### src/rtl/core/cmft_pkg.sv
// Shared types and constants for the cube map face / texel address block.
// No dependencies.
package cmft_pkg;

  localparam int MAX_FACE_SIZE = 2048;
  localparam int SIZE_W        = 12;
  localparam int DIV_STEPS     = 11;   // quotient bits, q < size <= 2048
  localparam int DVD_W         = 28;   // size*(m+k)-k < 2^27
  localparam int DSR_W         = 17;   // 2k <= 65536
  localparam int MQ_DEPTH      = 4;
  localparam int OQ_DEPTH      = 16;

  localparam logic [2:0] FACE_PX = 3'd0;
  localparam logic [2:0] FACE_NX = 3'd1;
  localparam logic [2:0] FACE_PY = 3'd2;
  localparam logic [2:0] FACE_NY = 3'd3;
  localparam logic [2:0] FACE_PZ = 3'd4;
  localparam logic [2:0] FACE_NZ = 3'd5;

  localparam logic [1:0] REG_FACE_SIZE = 2'd0;
  localparam logic [1:0] REG_BPP       = 2'd1;
  localparam logic [1:0] REG_FACES     = 2'd2;

  // classified lookup, front to back
  typedef struct packed {
    logic [2:0]         face;
    logic signed [16:0] mi;
    logic signed [16:0] mj;
    logic [15:0]        k;
    logic               calc;
    logic               hit;
  } item_t;

  typedef struct packed {
    logic [2:0]  face;
    logic [10:0] col;
    logic [10:0] row;
    logic [23:0] off;
    logic        hit;
  } res_t;

endpackage

### src/rtl/core/cmft_front.sv
// Front end: face selection, minor/major axis pick, and a short item queue.
// Depends on cmft_pkg.
module cmft_front import cmft_pkg::*; (
  input  logic               clk,
  input  logic               rst_n,
  input  logic               push,
  output logic               full,
  input  logic signed [15:0] dir_x,
  input  logic signed [15:0] dir_y,
  input  logic signed [15:0] dir_z,
  input  logic [5:0]         faces_present,
  input  logic               size_nz,
  input  logic               deq,
  output logic               q_empty,
  output item_t              q_item
);

  logic signed [16:0] x, y, z, ax, ay, az;
  logic               z_maj, x_maj;
  item_t              cls;
  logic signed [16:0] kk;

  item_t      mem_r [MQ_DEPTH];
  logic [1:0] wr_r, rd_r;
  logic [2:0] cnt_r, cnt_nxt;
  logic       wr_en;

  assign x  = 17'(dir_x);
  assign y  = 17'(dir_y);
  assign z  = 17'(dir_z);
  assign ax = x[16] ? -x : x;
  assign ay = y[16] ? -y : y;
  assign az = z[16] ? -z : z;
  assign z_maj = (az >= ay) && (az >= ax);
  assign x_maj = (ax > ay) && (ax > az);

  always_comb begin
    cls = '0;
    kk  = '0;
    if (z_maj) begin
      if (z > 0) begin
        cls.face = FACE_PZ; cls.mi = -x; cls.mj = y; kk = z;
      end else begin
        cls.face = FACE_NZ; cls.mi = x; cls.mj = y; kk = -z;
      end
    end else if (x_maj) begin
      if (x > 0) begin
        cls.face = FACE_PX; cls.mi = z; cls.mj = y; kk = x;
      end else begin
        cls.face = FACE_NX; cls.mi = -z; cls.mj = y; kk = -x;
      end
    end else begin
      if (y > 0) begin
        cls.face = FACE_PY; cls.mi = x; cls.mj = z; kk = y;
      end else begin
        cls.face = FACE_NY; cls.mi = x; cls.mj = -z; kk = -y;
      end
    end
    cls.k    = kk[15:0];
    cls.hit  = (kk != '0) && faces_present[cls.face];
    cls.calc = cls.hit && size_nz;
  end

  assign full    = (cnt_r == 3'(MQ_DEPTH));
  assign q_empty = (cnt_r == '0);
  assign q_item  = mem_r[rd_r];
  assign wr_en   = push && !full;

  always_comb begin
    cnt_nxt = cnt_r;
    if (wr_en && !deq) cnt_nxt = cnt_r + 3'd1;
    else if (!wr_en && deq) cnt_nxt = cnt_r - 3'd1;
  end

  always_ff @(posedge clk) begin
    if (!rst_n) begin
      wr_r  <= '0;
      rd_r  <= '0;
      cnt_r <= '0;
    end else begin
      cnt_r <= cnt_nxt;
      if (wr_en) wr_r <= wr_r + 2'd1;
      if (deq)   rd_r <= rd_r + 2'd1;
    end
  end

  always_ff @(posedge clk) begin
    if (wr_en) mem_r[wr_r] <= cls;
  end

endmodule

### src/rtl/core/cmft_div.sv
// Pipelined restoring divider, one quotient bit per stage.
// Depends on cmft_pkg.
module cmft_div import cmft_pkg::*; (
  input  logic                 clk,
  input  logic [DVD_W-1:0]     in_dvd,
  input  logic [DSR_W-1:0]     in_dsr,
  output logic [DIV_STEPS-1:0] out_quo
);

  logic [DVD_W-1:0]     rem_r [DIV_STEPS];
  logic [DSR_W-1:0]     dsr_r [DIV_STEPS];
  logic [DIV_STEPS-1:0] quo_r [DIV_STEPS];

  for (genvar s = 0; s < DIV_STEPS; s++) begin : g_stage
    logic [DVD_W-1:0]     rem_i, dsh;
    logic [DSR_W-1:0]     dsr_i;
    logic [DIV_STEPS-1:0] quo_i;
    logic                 ge;
    if (s == 0) begin : g_first
      assign rem_i = in_dvd;
      assign dsr_i = in_dsr;
      assign quo_i = '0;
    end else begin : g_next
      assign rem_i = rem_r[s-1];
      assign dsr_i = dsr_r[s-1];
      assign quo_i = quo_r[s-1];
    end
    assign dsh = DVD_W'(dsr_i) << (DIV_STEPS - 1 - s);
    assign ge  = rem_i >= dsh;
    always_ff @(posedge clk) begin
      rem_r[s] <= ge ? rem_i - dsh : rem_i;
      dsr_r[s] <= dsr_i;
      quo_r[s] <= quo_i | (DIV_STEPS'(ge) << (DIV_STEPS - 1 - s));
    end
  end

  assign out_quo = quo_r[DIV_STEPS-1];

endmodule

### src/rtl/core/cmft_back.sv
// Back end: numerators, two pipelined dividers for col/row, byte offset.
// Depends on cmft_pkg and cmft_div.
module cmft_back import cmft_pkg::*; (
  input  logic              clk,
  input  logic              rst_n,
  input  logic              issue,
  input  item_t             item,
  input  logic [SIZE_W-1:0] size,
  input  logic [2:0]        bpp,
  output logic              res_vld,
  output res_t              res
);

  typedef struct packed {
    logic [2:0] face;
    logic       hit;
  } side_t;

  logic signed [17:0] sj, si;
  logic [28:0]        pj, pi;
  logic signed [29:0] nj, ni;
  logic [DVD_W-1:0]   dvd_u_nxt, dvd_v_nxt;

  logic                 a_vld_r;
  side_t                a_sd_r;
  logic [DVD_W-1:0]     dvd_u_r, dvd_v_r;
  logic [DSR_W-1:0]     dsr_r;
  logic [DIV_STEPS-1:0] sv_r;
  side_t                sd_r [DIV_STEPS];
  logic [DIV_STEPS-1:0] quo_u, quo_v;

  logic        b_vld_r;
  side_t       b_sd_r;
  logic [10:0] b_u_r, b_v_r;
  logic [22:0] b_rm_r;
  logic [23:0] base;

  // numerator size*(m+k)-k, clamped at zero
  assign sj = 18'(item.mj) + $signed({2'b0, item.k});
  assign si = 18'(item.mi) + $signed({2'b0, item.k});
  assign pj = 29'(size) * 29'(sj[16:0]);
  assign pi = 29'(size) * 29'(si[16:0]);
  assign nj = $signed({1'b0, pj}) - $signed({14'b0, item.k});
  assign ni = $signed({1'b0, pi}) - $signed({14'b0, item.k});
  assign dvd_u_nxt = (!item.calc || nj[29]) ? '0 : nj[DVD_W-1:0];
  assign dvd_v_nxt = (!item.calc || ni[29]) ? '0 : ni[DVD_W-1:0];

  always_ff @(posedge clk) begin
    a_sd_r  <= '{face: item.face, hit: item.hit};
    dvd_u_r <= dvd_u_nxt;
    dvd_v_r <= dvd_v_nxt;
    dsr_r   <= item.calc ? {item.k, 1'b0} : DSR_W'(1);
  end

  cmft_div u_div_col (.clk(clk), .in_dvd(dvd_u_r), .in_dsr(dsr_r), .out_quo(quo_u));
  cmft_div u_div_row (.clk(clk), .in_dvd(dvd_v_r), .in_dsr(dsr_r), .out_quo(quo_v));

  always_ff @(posedge clk) begin
    sd_r[0] <= a_sd_r;
    for (int s = 1; s < DIV_STEPS; s++) sd_r[s] <= sd_r[s-1];
  end

  always_ff @(posedge clk) begin
    b_sd_r <= sd_r[DIV_STEPS-1];
    b_u_r  <= quo_u;
    b_v_r  <= quo_v;
    b_rm_r <= 23'(quo_v) * 23'(size);
  end

  assign base = 24'(b_rm_r) + 24'(b_u_r);

  always_ff @(posedge clk) begin
    res.face <= b_sd_r.face;
    res.hit  <= b_sd_r.hit;
    res.col  <= b_u_r;
    res.row  <= b_v_r;
    res.off  <= 24'(base * 24'(bpp));
  end

  always_ff @(posedge clk) begin
    if (!rst_n) begin
      a_vld_r <= 1'b0;
      sv_r    <= '0;
      b_vld_r <= 1'b0;
      res_vld <= 1'b0;
    end else begin
      a_vld_r <= issue;
      sv_r    <= {sv_r[DIV_STEPS-2:0], a_vld_r};
      b_vld_r <= sv_r[DIV_STEPS-1];
      res_vld <= b_vld_r;
    end
  end

endmodule

### src/rtl/core/cube_map_face_texel_address.sv
// Cube map face select and texel address, top level: config regs, credit, result queue.
// Throughput: one beat per cycle while a result queue credit is free, set by the
// fully pipelined back end (one quotient bit per divider stage); the credit loop
// covers the 14-deep back end pipeline.
// Reset (rst_n low, synchronous): queues empty, face_size 256, bytes_per_texel 3,
// faces_present 0.
module cube_map_face_texel_address import cmft_pkg::*; (
  input  logic               clk,
  input  logic               rst_n,
  input  logic               push,
  output logic               full,
  input  logic signed [15:0] in_dir_x,
  input  logic signed [15:0] in_dir_y,
  input  logic signed [15:0] in_dir_z,
  output logic               empty,
  input  logic               pop,
  output logic [2:0]         out_face_index,
  output logic [10:0]        out_texel_col,
  output logic [10:0]        out_texel_row,
  output logic [23:0]        out_byte_offset,
  output logic               out_hit,
  input  logic               cfg_we,
  input  logic [1:0]         cfg_idx,
  input  logic [11:0]        cfg_data
);

  // configuration
  logic [SIZE_W-1:0] face_size_r;
  logic [2:0]        bpp_r;
  logic [5:0]        faces_r;
  logic [SIZE_W-1:0] size_eff;

  // front/back handoff
  logic  q_empty, issue;
  item_t q_item;
  logic  bk_vld;
  res_t  bk_res;

  // result queue and credit: credits = free queue slots not claimed by beats in flight
  res_t       oq_r [OQ_DEPTH];
  logic [3:0] oq_wr_r, oq_rd_r;
  logic [4:0] oq_cnt_r, oq_cnt_nxt;
  logic [4:0] credit_r, credit_nxt;
  logic       oq_pop;
  res_t       oq_head;

  always_ff @(posedge clk) begin
    if (!rst_n) begin
      face_size_r <= 12'd256;
      bpp_r       <= 3'd3;
      faces_r     <= '0;
    end else if (cfg_we) begin
      case (cfg_idx)
        REG_FACE_SIZE: face_size_r <= cfg_data;
        REG_BPP:       bpp_r       <= cfg_data[2:0];
        REG_FACES:     faces_r     <= cfg_data[5:0];
        default:       ;
      endcase
    end
  end

  assign size_eff = (face_size_r > SIZE_W'(MAX_FACE_SIZE)) ? SIZE_W'(MAX_FACE_SIZE)
                                                           : face_size_r;

  cmft_front u_front (
    .clk(clk), .rst_n(rst_n), .push(push), .full(full),
    .dir_x(in_dir_x), .dir_y(in_dir_y), .dir_z(in_dir_z),
    .faces_present(faces_r), .size_nz(size_eff != '0),
    .deq(issue), .q_empty(q_empty), .q_item(q_item)
  );

  // issue only with a reserved slot in the result queue
  assign issue = !q_empty && (credit_r != '0);

  cmft_back u_back (
    .clk(clk), .rst_n(rst_n), .issue(issue), .item(q_item),
    .size(size_eff), .bpp(bpp_r), .res_vld(bk_vld), .res(bk_res)
  );

  assign empty  = (oq_cnt_r == '0);
  assign oq_pop = pop && !empty;
  assign oq_head = oq_r[oq_rd_r];

  assign out_face_index  = oq_head.face;
  assign out_texel_col   = oq_head.col;
  assign out_texel_row   = oq_head.row;
  assign out_byte_offset = oq_head.off;
  assign out_hit         = oq_head.hit;

  always_comb begin
    oq_cnt_nxt = oq_cnt_r;
    if (bk_vld && !oq_pop) oq_cnt_nxt = oq_cnt_r + 5'd1;
    else if (!bk_vld && oq_pop) oq_cnt_nxt = oq_cnt_r - 5'd1;
    credit_nxt = credit_r;
    if (issue && !oq_pop) credit_nxt = credit_r - 5'd1;
    else if (!issue && oq_pop) credit_nxt = credit_r + 5'd1;
  end

  always_ff @(posedge clk) begin
    if (!rst_n) begin
      oq_wr_r  <= '0;
      oq_rd_r  <= '0;
      oq_cnt_r <= '0;
      credit_r <= 5'(OQ_DEPTH);
    end else begin
      oq_cnt_r <= oq_cnt_nxt;
      credit_r <= credit_nxt;
      if (bk_vld) oq_wr_r <= oq_wr_r + 4'd1;
      if (oq_pop) oq_rd_r <= oq_rd_r + 4'd1;
    end
  end

  always_ff @(posedge clk) begin
    if (bk_vld) oq_r[oq_wr_r] <= bk_res;
  end

  // result queue never overflows: back end beats are always covered by a credit
  a_oq_no_ovf: assert property (@(posedge clk) disable iff (!rst_n)
    !(bk_vld && !oq_pop && oq_cnt_r == 5'(OQ_DEPTH)))
    else $error("result queue overflow");

  a_credit_bound: assert property (@(posedge clk) disable iff (!rst_n)
    6'(credit_r) + 6'(oq_cnt_r) <= 6'(OQ_DEPTH))
    else $error("credit plus queued beats exceed queue depth");

  a_issue_credit: assert property (@(posedge clk) disable iff (!rst_n)
    issue |-> credit_r != '0)
    else $error("issue without credit");

  a_miss_zero: assert property (@(posedge clk) disable iff (!rst_n)
    (!empty && !out_hit) |-> (out_byte_offset == '0 && out_texel_col == '0))
    else $error("miss beat carries nonzero address");

endmodule

### config.mk
export PLATFORM = sky130hd
export DESIGN_NAME = cube_map_face_texel_address
export DESIGN_NICKNAME = d
export VERILOG_FILES = /design/src/rtl/core/cmft_pkg.sv /design/src/rtl/core/cmft_front.sv /design/src/rtl/core/cmft_div.sv /design/src/rtl/core/cmft_back.sv /design/src/rtl/core/cube_map_face_texel_address.sv
export SDC_FILE = /design/constraint.sdc
export NUM_CORES = 2
export LEC_CHECK = 0
export ABC_AREA = 1
export BUFFER_PORTS_ARGS = -buffer_cell sky130_fd_sc_hd__buf_2
export CAP_MARGIN = 20
export CORE_ASPECT_RATIO = 0.9
export CORE_MARGIN = 3
export CORE_UTILIZATION = 55
export CTS_BUF_LIST = sky130_fd_sc_hd__clkbuf_16
export CTS_CLUSTER_DIAMETER = 40
export DETAILED_ROUTE_END_ITERATION = 16
export PLACE_DENSITY_LB_ADDON = 0.25
export SETUP_SLACK_MARGIN = 0.1
export SLEW_MARGIN = 40
export SYNTH_ARGS = -nofsm -noshare
export SYNTH_HDL_FRONTEND = slang
export SYNTH_SLANG_ARGS = --single-unit
### constraint.sdc
create_clock -name clk -period 11.5 [get_ports clk]
set_clock_uncertainty 0.2 [all_clocks]
set_input_delay 1.725 -clock clk [delete_from_list [all_inputs] [get_ports clk]]
set_output_delay 1.725 -clock clk [all_outputs]
set_load 0.02 [all_outputs]
==> results.json <==
{
  "post_route_cells_drive_above_1_share": 0.0691,
  "route.detailed.wl_per_inst_um": 21.6,
  "synthXorXnorAreaFrac": 0.0390,
  "crit_path_max_incr_delay_ns": 0.65,
  "rsz0062_at_grt": "false",
  "globalRouteTotalUtil": 0.304,
  "synthAdderAreaFrac": 0.163,
  "core_um2": 207000,
  "vias_per_cell": 5.69,
  "antenna_left": 0,
  "hold_violations": 0,
  "combinational_family_with_the_most_area_after_synthesis": "adder cells",
  "yosys_warnings": 0,
  "placementRows": 158,
  "compound_cell_area_share_of_the_yosys_netlist": 0.119,
  "synth-edff-count": 1020,
  "max_freq_ghz": 0.101,
  "cts_num_sinks": 2168,
  "detailed_placement_wirelength_estimate_um": 243000,
  "hold_path_class": "register to register",
  "critical_path_buf_inv_count": 9,
  "startpoint_type": "register",
  "synth-simple-area-share": 0.126,
  "critPathArrivalTime_ns": 10.38,
  "final.min_clock_period_ns": 9.87,
  "clock_insertion_delay_worst_skew_ns": 0.95,
  "clock_pin_slew_worst_setup_and_hold_paths_ns": 0.06,
  "antenna_found_initial": 13,
  "routed_wirelength_um": 331000,
  "final_min_period_over_clock_period": 0.858,
  "grt_pass1_wl_um": 501000,
  "clock_tree.htree_level_count": 5,
  "cts_repair_resize_count": 0,
  "setup_total_negative_slack_ns": 0,
  "grt_pass1_vias": 84800,
  "numPortBuffers": 118,
  "syn2layout_area_growth_pct": 11.3,
  "yosys_register_bits": 2168,
  "slew_violations": 0,
  "cts_root_buffer": "sky130_fd_sc_hd__clkbuf_16",
  "syn_area_per_cell_um2": 9.43,
  "run_status": "finished, final reports clean",
  "floorplan.die.height_um": 441,
  "worst-slew-pin-transition_ns": 0.961,
  "drtPass1Iterations": 9,
  "post-route-drc-count": 0,
  "dieArea_um2": 216000,
  "postSynthCellCount": 12300,
  "synth_seq_area_share": 0.464,
  "die_w_um": 489,
  "io_pins": 119,
  "synthesis.area_um2": 116000,
  "gr-total-overflow": 0,
  "clk_path_buf_depth": 4,
  "floorplan.initialDensity": 0.557,
  "required_ns": 12.01,
  "initialDrtViolationCount": 8024,
  "route.vias.total": 87300,
  "cts-buffers-inserted": 284,
  "final_setup_viols": 0,
  "worst_setup_path_end_kind": "register",
  "gp_congestion": 0.982,
  "ctsHoldBuffers": 0,
  "cpMaxStageDelayCell": "sky130_fd_sc_hd__xor2_1",
  "synth_cell_types": 76,
  "r2r_slack_ns": 1.63,
  "maxCapViolations": 0,
  "mux_contribution_to_synthesized_area": 0.0173,
  "crit_type": "register to register",
  "worstPathMaxFanout": 61,
  "hold_path.startpoint": "u_back.u_div_col.quo_r[10][8]$_DFF_P_",
  "post-cts-setup-buffers": 0,
  "maximum_number_of_pins_on_one_net_before_global_route_repair": 193,
  "post_layout_net_count": 13700,
  "cts_tree": "done",
  "synth-async-reset-ratio": 0,
  "ys_dominant_reg_cell": "sky130_fd_sc_hd__dfxtp_1",
  "timing.slew.headroom": 0.353,
  "timing.critical_path.max_delay_family": "adder cells"
}
worst paths after layout:
kind	end	cells past startpoint
min reg2reg	u_back.b_u_r[8]$_DFF_P_	0
max	u_back.dvd_v_r[4]$_SDFF_PP0_	34
max reg2reg	u_back.dvd_v_r[4]$_SDFF_PP0_	34
min	u_back.b_u_r[8]$_DFF_P_	0
area by class of cell:
class,count,area [um2]
fillers,17100,78800
clock inverters,196,1750
clock buffers,301,7530
flip-flops and latches,2168,53600
inverters,1799,6770
repair buffers,213,1550
multi-input cells,7920,53900
diodes,5,12.5
well taps,2720,3400
logic make-up (layout without fill, tap and decap cells):
family,after synthesis,in the layout
xor+xnor,514,514
other cells,1,7
simple gates,3524,3524
mux,200,200
flops,2168,2168
fa+ha+maj,1223,1223
buf+inv,2165,2509
compound gates,2457,2457
flip-flops by register name, indices dropped and copies added, names as in the netlist, 11 cells and up, named ones only:
name                    cells
u_back.sd_r                44
u_back.b_rm_r              23
u_back.dvd_v_r             28
u_back.u_div_row.rem_r    280
u_back.u_div_row.dsr_r     51
u_back.res                 50
u_back.u_div_col.dsr_r    119
u_back.dsr_r               17
u_front.mem_r             220
u_back.b_u_r               11
oq_r                      800
u_back.sv_r                11
u_back.u_div_row.quo_r     66
u_back.u_div_col.rem_r    280
u_back.u_div_col.quo_r     66
u_back.b_v_r               11
face_size_r                12
u_back.dvd_u_r             28
synth_stat cells (60+ instances only):
master / number / share of area
sky130_fd_sc_hd__nand2_1: 1887 / 0.061
sky130_fd_sc_hd__inv_1: 1774 / 0.058
sky130_fd_sc_hd__dfxtp_1: 1148 / 0.20
sky130_fd_sc_hd__edfxtp_1: 1020 / 0.27
sky130_fd_sc_hd__o21ai_0: 1005 / 0.044
sky130_fd_sc_hd__nor2_1: 927 / 0.030
sky130_fd_sc_hd__a21oi_1: 848 / 0.037
sky130_fd_sc_hd__ha_1: 758 / 0.082
sky130_fd_sc_hd__fa_1: 465 / 0.081
sky130_fd_sc_hd__nand3_1: 302 / 0.013
sky130_fd_sc_hd__xor2_1: 282 / 0.021
sky130_fd_sc_hd__clkbuf_1: 272 / 0.0088
sky130_fd_sc_hd__o211ai_1: 250 / 0.016
sky130_fd_sc_hd__xnor2_1: 232 / 0.018
sky130_fd_sc_hd__mux2i_1: 200 / 0.017
sky130_fd_sc_hd__nor3_1: 104 / 0.0045
sky130_fd_sc_hd__nand4_1: 93 / 0.0050
sky130_fd_sc_hd__or2_2: 82 / 0.0044
sky130_fd_sc_hd__a31oi_1: 62 / 0.0034
sky130_fd_sc_hd__nor4_1: 60 / 0.0032
layout by cell type, fill, tap and decap left out, types with 15 or more instances in the layout:
cell type / instances
sky130_fd_sc_hd__nand2_1: 1887
sky130_fd_sc_hd__inv_1: 1791
sky130_fd_sc_hd__dfxtp_1: 1139
sky130_fd_sc_hd__edfxtp_1: 1020
sky130_fd_sc_hd__o21ai_0: 1004
sky130_fd_sc_hd__nor2_1: 902
sky130_fd_sc_hd__a21oi_1: 848
sky130_fd_sc_hd__ha_1: 757
sky130_fd_sc_hd__fa_1: 465
sky130_fd_sc_hd__nand3_1: 302
sky130_fd_sc_hd__clkbuf_16: 301
sky130_fd_sc_hd__xor2_1: 276
sky130_fd_sc_hd__o211ai_1: 250
sky130_fd_sc_hd__xnor2_1: 232
sky130_fd_sc_hd__mux2i_1: 200
sky130_fd_sc_hd__buf_2: 118
sky130_fd_sc_hd__nor3_1: 102
sky130_fd_sc_hd__nand4_1: 93
sky130_fd_sc_hd__or2_2: 82
sky130_fd_sc_hd__buf_4: 67
sky130_fd_sc_hd__a31oi_1: 62
sky130_fd_sc_hd__nor4_1: 60
sky130_fd_sc_hd__o22ai_1: 41
sky130_fd_sc_hd__o21ai_1: 38
sky130_fd_sc_hd__inv_6: 35
sky130_fd_sc_hd__clkinv_1: 33
sky130_fd_sc_hd__a21o_1: 28
sky130_fd_sc_hd__clkinv_2: 25
sky130_fd_sc_hd__inv_2: 24
sky130_fd_sc_hd__o21a_1: 24
sky130_fd_sc_hd__clkinvlp_4: 24
sky130_fd_sc_hd__clkinv_4: 23
sky130_fd_sc_hd__nand3b_1: 20
sky130_fd_sc_hd__nor2_4: 20
sky130_fd_sc_hd__o21ai_2: 18
sky130_fd_sc_hd__o221ai_1: 18
sky130_fd_sc_hd__buf_6: 16
sky130_fd_sc_hd__a32oi_1: 15
sky130_fd_sc_hd__a211oi_1: 15
sky130_fd_sc_hd__bufinv_16: 15
metal layers:
layer  track usage  vias to the layer above  share of wire
met5             0                        -              0
met4         0.112                        0          0.039
met3        0.0508                      643          0.082
met2         0.480                     3470           0.45
met1         0.422                    42000           0.43
li1              -                    41200              -
per-stage QoR:
stage               utilization  area [um2]  hold WS [ns]  setup WS, ns  instances
global placement          0.573      119000         0.110          1.59      14800
global route              0.620      129000        0.0685         0.952      15300
finish                    0.620      129000        0.0634          1.63      15300
floorplan                     -      116000         0.110          3.47      12300
CTS                       0.619      128000        0.0629          1.73      15300
detailed placement        0.575      119000         0.112          1.77      14800
Power is not shown: default switching activity piles up to over one toggle a cycle in this logic, so the estimate is an artifact.
